==> config.mk <==
export PLATFORM = sky130hd
export DESIGN_NAME = positional_pid_controller_unit
export DESIGN_NICKNAME = d
export VERILOG_FILES = /design/src/hdl/ppid_pkg.sv /design/src/hdl/positional_pid_controller_unit.sv /design/src/hdl/ppid_cfg_regs.sv /design/src/hdl/ppid_core.sv
export SDC_FILE = /design/constraint.sdc
export NUM_CORES = 2
export LEC_CHECK = 0
export BUFFER_PORTS_ARGS = -buffer_cell sky130_fd_sc_hd__buf_4
export CORE_MARGIN = 1
export CORE_UTILIZATION = 32
export DETAILED_ROUTE_END_ITERATION = 16
export GPL_TIMING_DRIVEN = 0
export PLACE_DENSITY = 0.45
export SYNTH_ARGS = -nofsm -noshare
export SYNTH_HDL_FRONTEND = slang
export SYNTH_SLANG_ARGS = --single-unit
==> constraint.sdc <==
create_clock -name aclk -period 46 [get_ports aclk]
set_clock_uncertainty 0.1 [all_clocks]
set_input_delay 4.6 -clock aclk [delete_from_list [all_inputs] [get_ports aclk]]
set_output_delay 4.6 -clock aclk [all_outputs]
set_load 0.01 [all_outputs]
==> src/hdl/ppid_pkg.sv <==
// ----------------------------------------------------------------------------
// ppid_pkg
// Shared constants and codes for the positional PID controller unit.
// ----------------------------------------------------------------------------
package ppid_pkg;

    localparam int DATA_WIDTH_DEF     = 16;
    localparam int GAIN_FRAC_BITS_DEF = 8;
    localparam int GAIN_WIDTH         = 16;
    localparam int CFG_INDEX_WIDTH    = 3;

    typedef enum logic [CFG_INDEX_WIDTH-1:0] {
        CFG_GAIN_P   = 3'd0,
        CFG_GAIN_I   = 3'd1,
        CFG_GAIN_D   = 3'd2,
        CFG_SETPOINT = 3'd3,
        CFG_OUT_MAX  = 3'd4,
        CFG_OUT_MIN  = 3'd5
    } cfg_index_t;

    localparam logic OP_PROCESS = 1'b0;
    localparam logic OP_CLEAR   = 1'b1;

endpackage

==> src/hdl/positional_pid_controller_unit.sv <==
// ----------------------------------------------------------------------------
// positional_pid_controller_unit
// Positional PID controller with integral anti-windup and output clamp.
//
//   channel   direction   handshake            payload
//   s_        in          s_tvalid/s_tready    tuser: op; tdata: measured
//   m_        out         m_tvalid/m_tready    tuser: limited; tdata: drive
//   cfg_      in          cfg_valid/cfg_ready  cfg_index, cfg_data
//
// One item per cycle while the result side does not stall; each item passes the
// input register, then the result register, with the whole PID step between.
// Integral and previous error update as an item moves into the result register.
// Synchronous active-low reset clears state; gains/setpoint 0, limits full range.
// A stalled result holds; the input register still takes an item behind it.
// ----------------------------------------------------------------------------
module positional_pid_controller_unit #(
    parameter int DATA_WIDTH     = ppid_pkg::DATA_WIDTH_DEF,
    parameter int GAIN_FRAC_BITS = ppid_pkg::GAIN_FRAC_BITS_DEF
) (
    input  logic                                      aclk,
    input  logic                                      aresetn,
    input  logic                                      s_tvalid,
    output logic                                      s_tready,
    input  logic [((DATA_WIDTH+7)/8)*8-1:0]           s_tdata,   // measured
    input  logic                                      s_tuser,   // op
    output logic                                      m_tvalid,
    input  logic                                      m_tready,
    output logic [((DATA_WIDTH+7)/8)*8-1:0]           m_tdata,   // drive
    output logic                                      m_tuser,   // limited
    input  logic                                      cfg_valid,
    output logic                                      cfg_ready,
    input  logic [ppid_pkg::CFG_INDEX_WIDTH-1:0]      cfg_index,
    input  logic [(DATA_WIDTH > ppid_pkg::GAIN_WIDTH ?
                   DATA_WIDTH : ppid_pkg::GAIN_WIDTH)-1:0] cfg_data
);

    localparam int TDATA_WIDTH = ((DATA_WIDTH + 7) / 8) * 8;
    localparam int CFG_WIDTH   = DATA_WIDTH > ppid_pkg::GAIN_WIDTH ?
                                 DATA_WIDTH : ppid_pkg::GAIN_WIDTH;

    logic signed [ppid_pkg::GAIN_WIDTH-1:0] gain_p;
    logic signed [ppid_pkg::GAIN_WIDTH-1:0] gain_i;
    logic signed [ppid_pkg::GAIN_WIDTH-1:0] gain_d;
    logic signed [DATA_WIDTH-1:0]           setpoint;
    logic [DATA_WIDTH-2:0]                  out_max;
    logic signed [DATA_WIDTH-1:0]           out_min;

    logic                         in_valid_reg;
    logic                         op_reg;
    logic signed [DATA_WIDTH-1:0] measured_reg;
    logic                         out_valid_reg;
    logic [DATA_WIDTH-1:0]        drive_reg;
    logic                         limited_reg;

    logic                         advance;
    logic                         step_en;
    logic [DATA_WIDTH-1:0]        drive_next;
    logic                         limited_next;

    assign cfg_ready = 1'b1;

    ppid_cfg_regs #(
        .DATA_WIDTH (DATA_WIDTH),
        .CFG_WIDTH  (CFG_WIDTH)
    ) u_cfg_regs (
        .aclk      (aclk),
        .aresetn   (aresetn),
        .cfg_valid (cfg_valid),
        .cfg_index (cfg_index),
        .cfg_data  (cfg_data),
        .gain_p    (gain_p),
        .gain_i    (gain_i),
        .gain_d    (gain_d),
        .setpoint  (setpoint),
        .out_max   (out_max),
        .out_min   (out_min)
    );

    assign advance  = !out_valid_reg || m_tready;
    assign step_en  = in_valid_reg && advance;
    assign s_tready = !in_valid_reg || advance;

    always_ff @(posedge aclk) begin
        if (!aresetn) begin
            in_valid_reg <= 1'b0;
        end else if (s_tready) begin
            in_valid_reg <= s_tvalid;
        end
    end

    always_ff @(posedge aclk) begin
        if (s_tvalid && s_tready) begin
            op_reg       <= s_tuser;
            measured_reg <= s_tdata[DATA_WIDTH-1:0];
        end
    end

    ppid_core #(
        .DATA_WIDTH     (DATA_WIDTH),
        .GAIN_FRAC_BITS (GAIN_FRAC_BITS)
    ) u_core (
        .aclk     (aclk),
        .aresetn  (aresetn),
        .step_en  (step_en),
        .op       (op_reg),
        .measured (measured_reg),
        .gain_p   (gain_p),
        .gain_i   (gain_i),
        .gain_d   (gain_d),
        .setpoint (setpoint),
        .out_max  (out_max),
        .out_min  (out_min),
        .drive    (drive_next),
        .limited  (limited_next)
    );

    always_ff @(posedge aclk) begin
        if (!aresetn) begin
            out_valid_reg <= 1'b0;
        end else if (advance) begin
            out_valid_reg <= in_valid_reg;
        end
    end

    always_ff @(posedge aclk) begin
        if (step_en) begin
            drive_reg   <= drive_next;
            limited_reg <= limited_next;
        end
    end

    assign m_tvalid = out_valid_reg;
    assign m_tdata  = TDATA_WIDTH'(drive_reg);
    assign m_tuser  = limited_reg;

endmodule

==> src/hdl/ppid_cfg_regs.sv <==
// ----------------------------------------------------------------------------
// ppid_cfg_regs
// Configuration register file: gains, setpoint and output limits.
// ----------------------------------------------------------------------------
module ppid_cfg_regs #(
    parameter int DATA_WIDTH = ppid_pkg::DATA_WIDTH_DEF,
    parameter int CFG_WIDTH  = ppid_pkg::GAIN_WIDTH
) (
    input  logic                                     aclk,
    input  logic                                     aresetn,
    input  logic                                     cfg_valid,
    input  logic [ppid_pkg::CFG_INDEX_WIDTH-1:0]     cfg_index,
    input  logic [CFG_WIDTH-1:0]                     cfg_data,
    output logic signed [ppid_pkg::GAIN_WIDTH-1:0]   gain_p,
    output logic signed [ppid_pkg::GAIN_WIDTH-1:0]   gain_i,
    output logic signed [ppid_pkg::GAIN_WIDTH-1:0]   gain_d,
    output logic signed [DATA_WIDTH-1:0]             setpoint,
    output logic [DATA_WIDTH-2:0]                    out_max,
    output logic signed [DATA_WIDTH-1:0]             out_min
);

    logic signed [ppid_pkg::GAIN_WIDTH-1:0] gain_p_reg;
    logic signed [ppid_pkg::GAIN_WIDTH-1:0] gain_i_reg;
    logic signed [ppid_pkg::GAIN_WIDTH-1:0] gain_d_reg;
    logic signed [DATA_WIDTH-1:0]           setpoint_reg;
    logic [DATA_WIDTH-2:0]                  out_max_reg;
    logic signed [DATA_WIDTH-1:0]           out_min_reg;

    always_ff @(posedge aclk) begin
        if (!aresetn) begin
            gain_p_reg   <= '0;
            gain_i_reg   <= '0;
            gain_d_reg   <= '0;
            setpoint_reg <= '0;
            out_max_reg  <= '1;
            out_min_reg  <= {1'b1, {(DATA_WIDTH-1){1'b0}}};
        end else if (cfg_valid) begin
            unique case (cfg_index)
                ppid_pkg::CFG_GAIN_P: begin
                    gain_p_reg <= cfg_data[ppid_pkg::GAIN_WIDTH-1:0];
                end
                ppid_pkg::CFG_GAIN_I: begin
                    gain_i_reg <= cfg_data[ppid_pkg::GAIN_WIDTH-1:0];
                end
                ppid_pkg::CFG_GAIN_D: begin
                    gain_d_reg <= cfg_data[ppid_pkg::GAIN_WIDTH-1:0];
                end
                ppid_pkg::CFG_SETPOINT: begin
                    setpoint_reg <= cfg_data[DATA_WIDTH-1:0];
                end
                ppid_pkg::CFG_OUT_MAX: begin
                    out_max_reg <= cfg_data[DATA_WIDTH-2:0];
                end
                ppid_pkg::CFG_OUT_MIN: begin
                    out_min_reg <= cfg_data[DATA_WIDTH-1:0];
                end
                default: begin
                end
            endcase
        end
    end

    assign gain_p   = gain_p_reg;
    assign gain_i   = gain_i_reg;
    assign gain_d   = gain_d_reg;
    assign setpoint = setpoint_reg;
    assign out_max  = out_max_reg;
    assign out_min  = out_min_reg;

endmodule

==> src/hdl/ppid_core.sv <==
// ----------------------------------------------------------------------------
// ppid_core
// Controller datapath: error, clamped integral, PID sum and output clamp.
// Holds the integral and previous error, updated when an item is taken.
// ----------------------------------------------------------------------------
module ppid_core #(
    parameter int DATA_WIDTH     = ppid_pkg::DATA_WIDTH_DEF,
    parameter int GAIN_FRAC_BITS = ppid_pkg::GAIN_FRAC_BITS_DEF
) (
    input  logic                                   aclk,
    input  logic                                   aresetn,
    input  logic                                   step_en,
    input  logic                                   op,
    input  logic signed [DATA_WIDTH-1:0]           measured,
    input  logic signed [ppid_pkg::GAIN_WIDTH-1:0] gain_p,
    input  logic signed [ppid_pkg::GAIN_WIDTH-1:0] gain_i,
    input  logic signed [ppid_pkg::GAIN_WIDTH-1:0] gain_d,
    input  logic signed [DATA_WIDTH-1:0]           setpoint,
    input  logic [DATA_WIDTH-2:0]                  out_max,
    input  logic signed [DATA_WIDTH-1:0]           out_min,
    output logic [DATA_WIDTH-1:0]                  drive,
    output logic                                   limited
);

    localparam int EW = DATA_WIDTH + 1;                // error
    localparam int SW = DATA_WIDTH + 2;                // raw sum / difference
    localparam int PW = ppid_pkg::GAIN_WIDTH + SW;     // product
    localparam int AW = PW + 2;                        // accumulator

    logic signed [DATA_WIDTH-1:0] error_sum_reg;
    logic signed [DATA_WIDTH-1:0] error_sum_next;
    logic signed [EW-1:0]         prior_error_reg;
    logic signed [EW-1:0]         prior_error_next;

    logic signed [EW-1:0] err;
    logic signed [SW-1:0] sum_raw;
    logic signed [SW-1:0] lim;
    logic signed [SW-1:0] lim_neg;
    logic signed [SW-1:0] sum_clamped;
    logic signed [SW-1:0] err_diff;
    logic signed [PW-1:0] prod_p;
    logic signed [PW-1:0] prod_i;
    logic signed [PW-1:0] prod_d;
    logic signed [AW-1:0] acc;
    logic signed [AW-1:0] u_shift;
    logic signed [AW-1:0] max_ext;
    logic signed [AW-1:0] min_ext;
    logic signed [AW-1:0] u_clamped;
    logic                 u_limited;

    always_comb begin
        err = {setpoint[DATA_WIDTH-1], setpoint} - {measured[DATA_WIDTH-1], measured};

        sum_raw = {{2{error_sum_reg[DATA_WIDTH-1]}}, error_sum_reg}
                + {err[EW-1], err};
        lim     = {{(SW-DATA_WIDTH+2){1'b0}}, out_max[DATA_WIDTH-2:1]};
        lim_neg = -lim;
        if (sum_raw > lim) begin
            sum_clamped = lim;
        end else if (sum_raw < lim_neg) begin
            sum_clamped = lim_neg;
        end else begin
            sum_clamped = sum_raw;
        end

        err_diff = {err[EW-1], err} - {prior_error_reg[EW-1], prior_error_reg};

        prod_p = {{(PW-ppid_pkg::GAIN_WIDTH){gain_p[ppid_pkg::GAIN_WIDTH-1]}}, gain_p}
               * {{(PW-SW){err[EW-1]}}, err[EW-1], err};
        prod_i = {{(PW-ppid_pkg::GAIN_WIDTH){gain_i[ppid_pkg::GAIN_WIDTH-1]}}, gain_i}
               * {{(PW-SW){sum_clamped[SW-1]}}, sum_clamped};
        prod_d = {{(PW-ppid_pkg::GAIN_WIDTH){gain_d[ppid_pkg::GAIN_WIDTH-1]}}, gain_d}
               * {{(PW-SW){err_diff[SW-1]}}, err_diff};

        acc = {{2{prod_p[PW-1]}}, prod_p}
            + {{2{prod_i[PW-1]}}, prod_i}
            + {{2{prod_d[PW-1]}}, prod_d};
        u_shift = acc >>> GAIN_FRAC_BITS;

        max_ext = {{(AW-DATA_WIDTH+1){1'b0}}, out_max};
        min_ext = {{(AW-DATA_WIDTH){out_min[DATA_WIDTH-1]}}, out_min};
        if (u_shift > max_ext) begin
            u_clamped = max_ext;
            u_limited = 1'b1;
        end else if (u_shift < min_ext) begin
            u_clamped = min_ext;
            u_limited = 1'b1;
        end else begin
            u_clamped = u_shift;
            u_limited = 1'b0;
        end

        if (op == ppid_pkg::OP_CLEAR) begin
            error_sum_next   = '0;
            prior_error_next = '0;
            drive            = '0;
            limited          = 1'b0;
        end else begin
            error_sum_next   = sum_clamped[DATA_WIDTH-1:0];
            prior_error_next = err;
            drive            = u_clamped[DATA_WIDTH-1:0];
            limited          = u_limited;
        end
    end

    always_ff @(posedge aclk) begin
        if (!aresetn) begin
            error_sum_reg   <= '0;
            prior_error_reg <= '0;
        end else if (step_en) begin
            error_sum_reg   <= error_sum_next;
            prior_error_reg <= prior_error_next;
        end
    end

endmodule

==> results.txt <==
Status - completed
Yosys top cell area share - 45.8%
IO Pins - 61
# DRC - 0
Max IR drop VDD - 27.7 uV
Max cap viols - 0
Initial antenna violation count - 5
CP max stage cell - o21ai_1
Max Fclk - 47.9 MHz
Cells after synthesis - 4860
Global Route Usage Sum - 23.4%
Layout overhead on the synthesized area - 7.84%
Hold Crit Endpoint - u_core.prior_error_reg[16]$_SDFFE_PN0P_
Flip-flop count of the largest register after layout - 17
Core area - 137000 um^2
R2R cell count - 62
Post-CTS Resized - 0
CP Capture Type - flip-flop
DR pass1 iterations - 5
Area leader, netlist - fa_1
Die outline width - 374 um
Top post-synthesis cells by area - fa_1 46%, inv_1 10%, ha_1 9.1%
Gpl congestion - 0.913
Leak - 23.5 nW
Worst hold path depth - 2
Clock root cell - clkbuf_16
Reg clk slew, reported paths - 80 ps
Register area - 3620 um^2
Global-route wire length before repair - 238000 um
Final setup fails - 0
Startpoint types - flip-flop
Most used DFF post-synth - dfxtp_1
1st-iter DRT viols - 2398
Most common cell on crit path - fa_1
Synthesized area - 44300 um^2
CP Class - flip-flop to flip-flop
Min Tclk post-route - 20890 ps
Drt via density - 4.88
Final Cycle Share - 45.4%
RSZ-0062 raised after global routing - false
Largest net degree at the start of global routing - 21
WHS - 366 ps
Synth warn - 0
FFs w/ async S/R, synth - 0%
Post-CTS Repair Setup Buffers - 0
Cell Rows - 136
Synth cell count leaders - 1177 x inv_1, 1012 x fa_1, 709 x nand2_1
PD cells - 27.5 nW/um^2
Hold WC Path Type - flip-flop to flip-flop
Most common cell in the netlist - inv_1
Worst stage delay on the critical path - 1040 ps
Crit Path Max Fanout - 11
Num CTS Buffers - 17
Maximum clock insertion buffer count - 2
Final number of hold-violating endpoints - 0
Mapped Nets - 6236
Setup TNS - 0 ps
Routed wire length - 159000 um
Initial Util - 32.2%
Routed Antenna Nets - 0
Syn Area/Cell - 9.11 um^2
Worst EP arrival - 21100 ps
H-tree depth - 4
Clk_lat worst skew - 500 ps
Vias in the first global route - 34.5k
Distinct cells, synth - 92
Area of the multi-input gates - 35400 um^2
Worst endpoint required time - 46210 ps
EDFF count, synth - 34
Synthesized flop and latch total - 164
Die Height - 374 um
FF-to-FF End - m_tdata[15]$_SDFFCE_PP0P_
Detail Placement HPWL - 140000 um
Relative slew margins - 1.78%
Drt wl/cell - 23.5 um
Sequential share of the synthesized area - 8.18%
Global route overflow - 0
Fillers - 14.2k
Worst hold start - u_core.prior_error_reg[16]$_SDFFE_PN0P_
CP delay by family, top - adder cells
Vias - 32.9k
R2R setup slack - 25110 ps
Hold Buf Count CTS - 0
Final #Nets - 6320
CTS tree - done
Fin. max-slew vios - 0
Worst reg2reg startpoint - u_cfg_regs.setpoint[0]$_SDFFE_PN0P_
Port buffer count - 59
Proportion of layout cells with a drive suffix above 1 - 4.03%
Worst Tran Pin Value - 1460 ps
CTS Sinks - 164
WP buf/inv - 11
DIE AREA - 140000 um^2
## worst reg2reg max path: cells and delay by family, from the launching register on
family,cells,cell delay (ps)
AOI/OAI and AO/OA,24,6310
xor gates and xnor gates,3,1680
adders and majority gates,15,6830
buffers and inverters,11,3250
DFF,1,320
and+or+nand+nor,9,2210
## cell type report
| class | count | share of cell area [%] |
|---|---|---|
| diodes | 2 | 0.0105 |
| plain buffers | 215 | 1.93 |
| clock buffers | 17 | 0.891 |
| clock inverters | 15 | 0.417 |
| inverters | 1179 | 9.27 |
| multi-input cells | 3302 | 74.1 |
| flip-flops and latches | 164 | 7.59 |
| well taps | 1794 | 4.70 |
| repair buffers | 65 | 1.06 |
## where the power goes
part / total, mW / leakage [nW] / internal (mW) / switching (mW)
clock network: 0.154 / 0.300 / 0.0742 / 0.0798
logic: 0.992 / 21.8 / 0.336 / 0.657
registers: 0.165 / 1.38 / 0.160 / 0.00486
total: 1.31 / 23.5 / 0.570 / 0.742
## cells in the final DEF, fill, tap and decap left out, types with 8 or more instances in the layout
master and count:
a21o_1 48, clkbuf_1 166, nor4_1 8, o31ai_1 9, fa_1 1012, mux2i_1 9, edfxtp_1 34, o211ai_1 35
a21oi_1 92, nor3_1 43, xnor2_1 58, nand4_1 17, a31oi_1 16, ha_1 323, and3_1 28, xor2_1 17
nand2_1 709, buf_1 15, a211oi_1 22, buf_2 16, xnor2_2 10, a211oi_2 9, o21a_1 24, dfxtp_1 130
a22oi_1 16, nor2_1 86, or3_1 14, nor2b_1 72, nand2b_1 47, buf_6 11, a21boi_0 107, clkbuf_16 17
nand3_1 46, o21ai_0 80, and2_1 228, buf_4 70, inv_1 1177
## metal layers
layer / vias to the layer above / GRT usage (%) / wire [um]
li1: 14800 / - / -
met1: 17300 / 33.6 / 73600
met2: 806 / 38.4 / 74700
met3: 117 / 1.93 / 7000
met4: 2 / 4.97 / 3470
met5: - / 0 / 13
## how the worst max path moves through the flow
stage | startpoint | endpoint | slack [ps] | depth (start not counted)
after floorplan | u_cfg_regs.setpoint[0]$_SDFFE_PN0P_ | m_tdata[0]$_SDFFCE_PP0P_ | 30320 | 65
after global placement | u_cfg_regs.setpoint[0]$_SDFFE_PN0P_ | m_tdata[15]$_SDFFCE_PP0P_ | 24830 | 66
after detailed placement | u_cfg_regs.setpoint[0]$_SDFFE_PN0P_ | m_tdata[15]$_SDFFCE_PP0P_ | 25260 | 66
after CTS | u_cfg_regs.setpoint[0]$_SDFFE_PN0P_ | m_tdata[15]$_SDFFCE_PP0P_ | 25170 | 66
after global routing | u_cfg_regs.setpoint[0]$_SDFFE_PN0P_ | m_tdata[7]$_SDFFCE_PP0P_ | 24270 | 65
final | u_cfg_regs.setpoint[0]$_SDFFE_PN0P_ | m_tdata[15]$_SDFFCE_PP0P_ | 25110 | 62
## per-stage QoR
stage                     total power, mW  cells  area [um^2]  util [%]  setup slack, ps
final                                1.31   6753        47800      34.8            25110
after global routing                 1.41   6751        47700      34.8            24270
after CTS                            1.32   6751        47700      34.8            25170
after detailed placement             1.16   6719        47100      34.3            25260
after global placement               1.16   6713        47000      34.2            24830
after floorplan                     0.768   4860        44300         -            30320
## cell families after synthesis
group | count (synthesis) | share of synthesized area, %
AO/OA/AOI/OAI | 535 | 8.63
other | 1 | 0.00847
buffers and inverters | 1394 | 12.1
adder cells (fa/ha/maj) | 1336 | 54.9
flip-flops | 164 | 8.18
multiplexers | 12 | 0.277
AND/OR/NAND/NOR | 1331 | 14.2
XOR/XNOR | 87 | 1.74
Power figures use the tool's default switching activity.
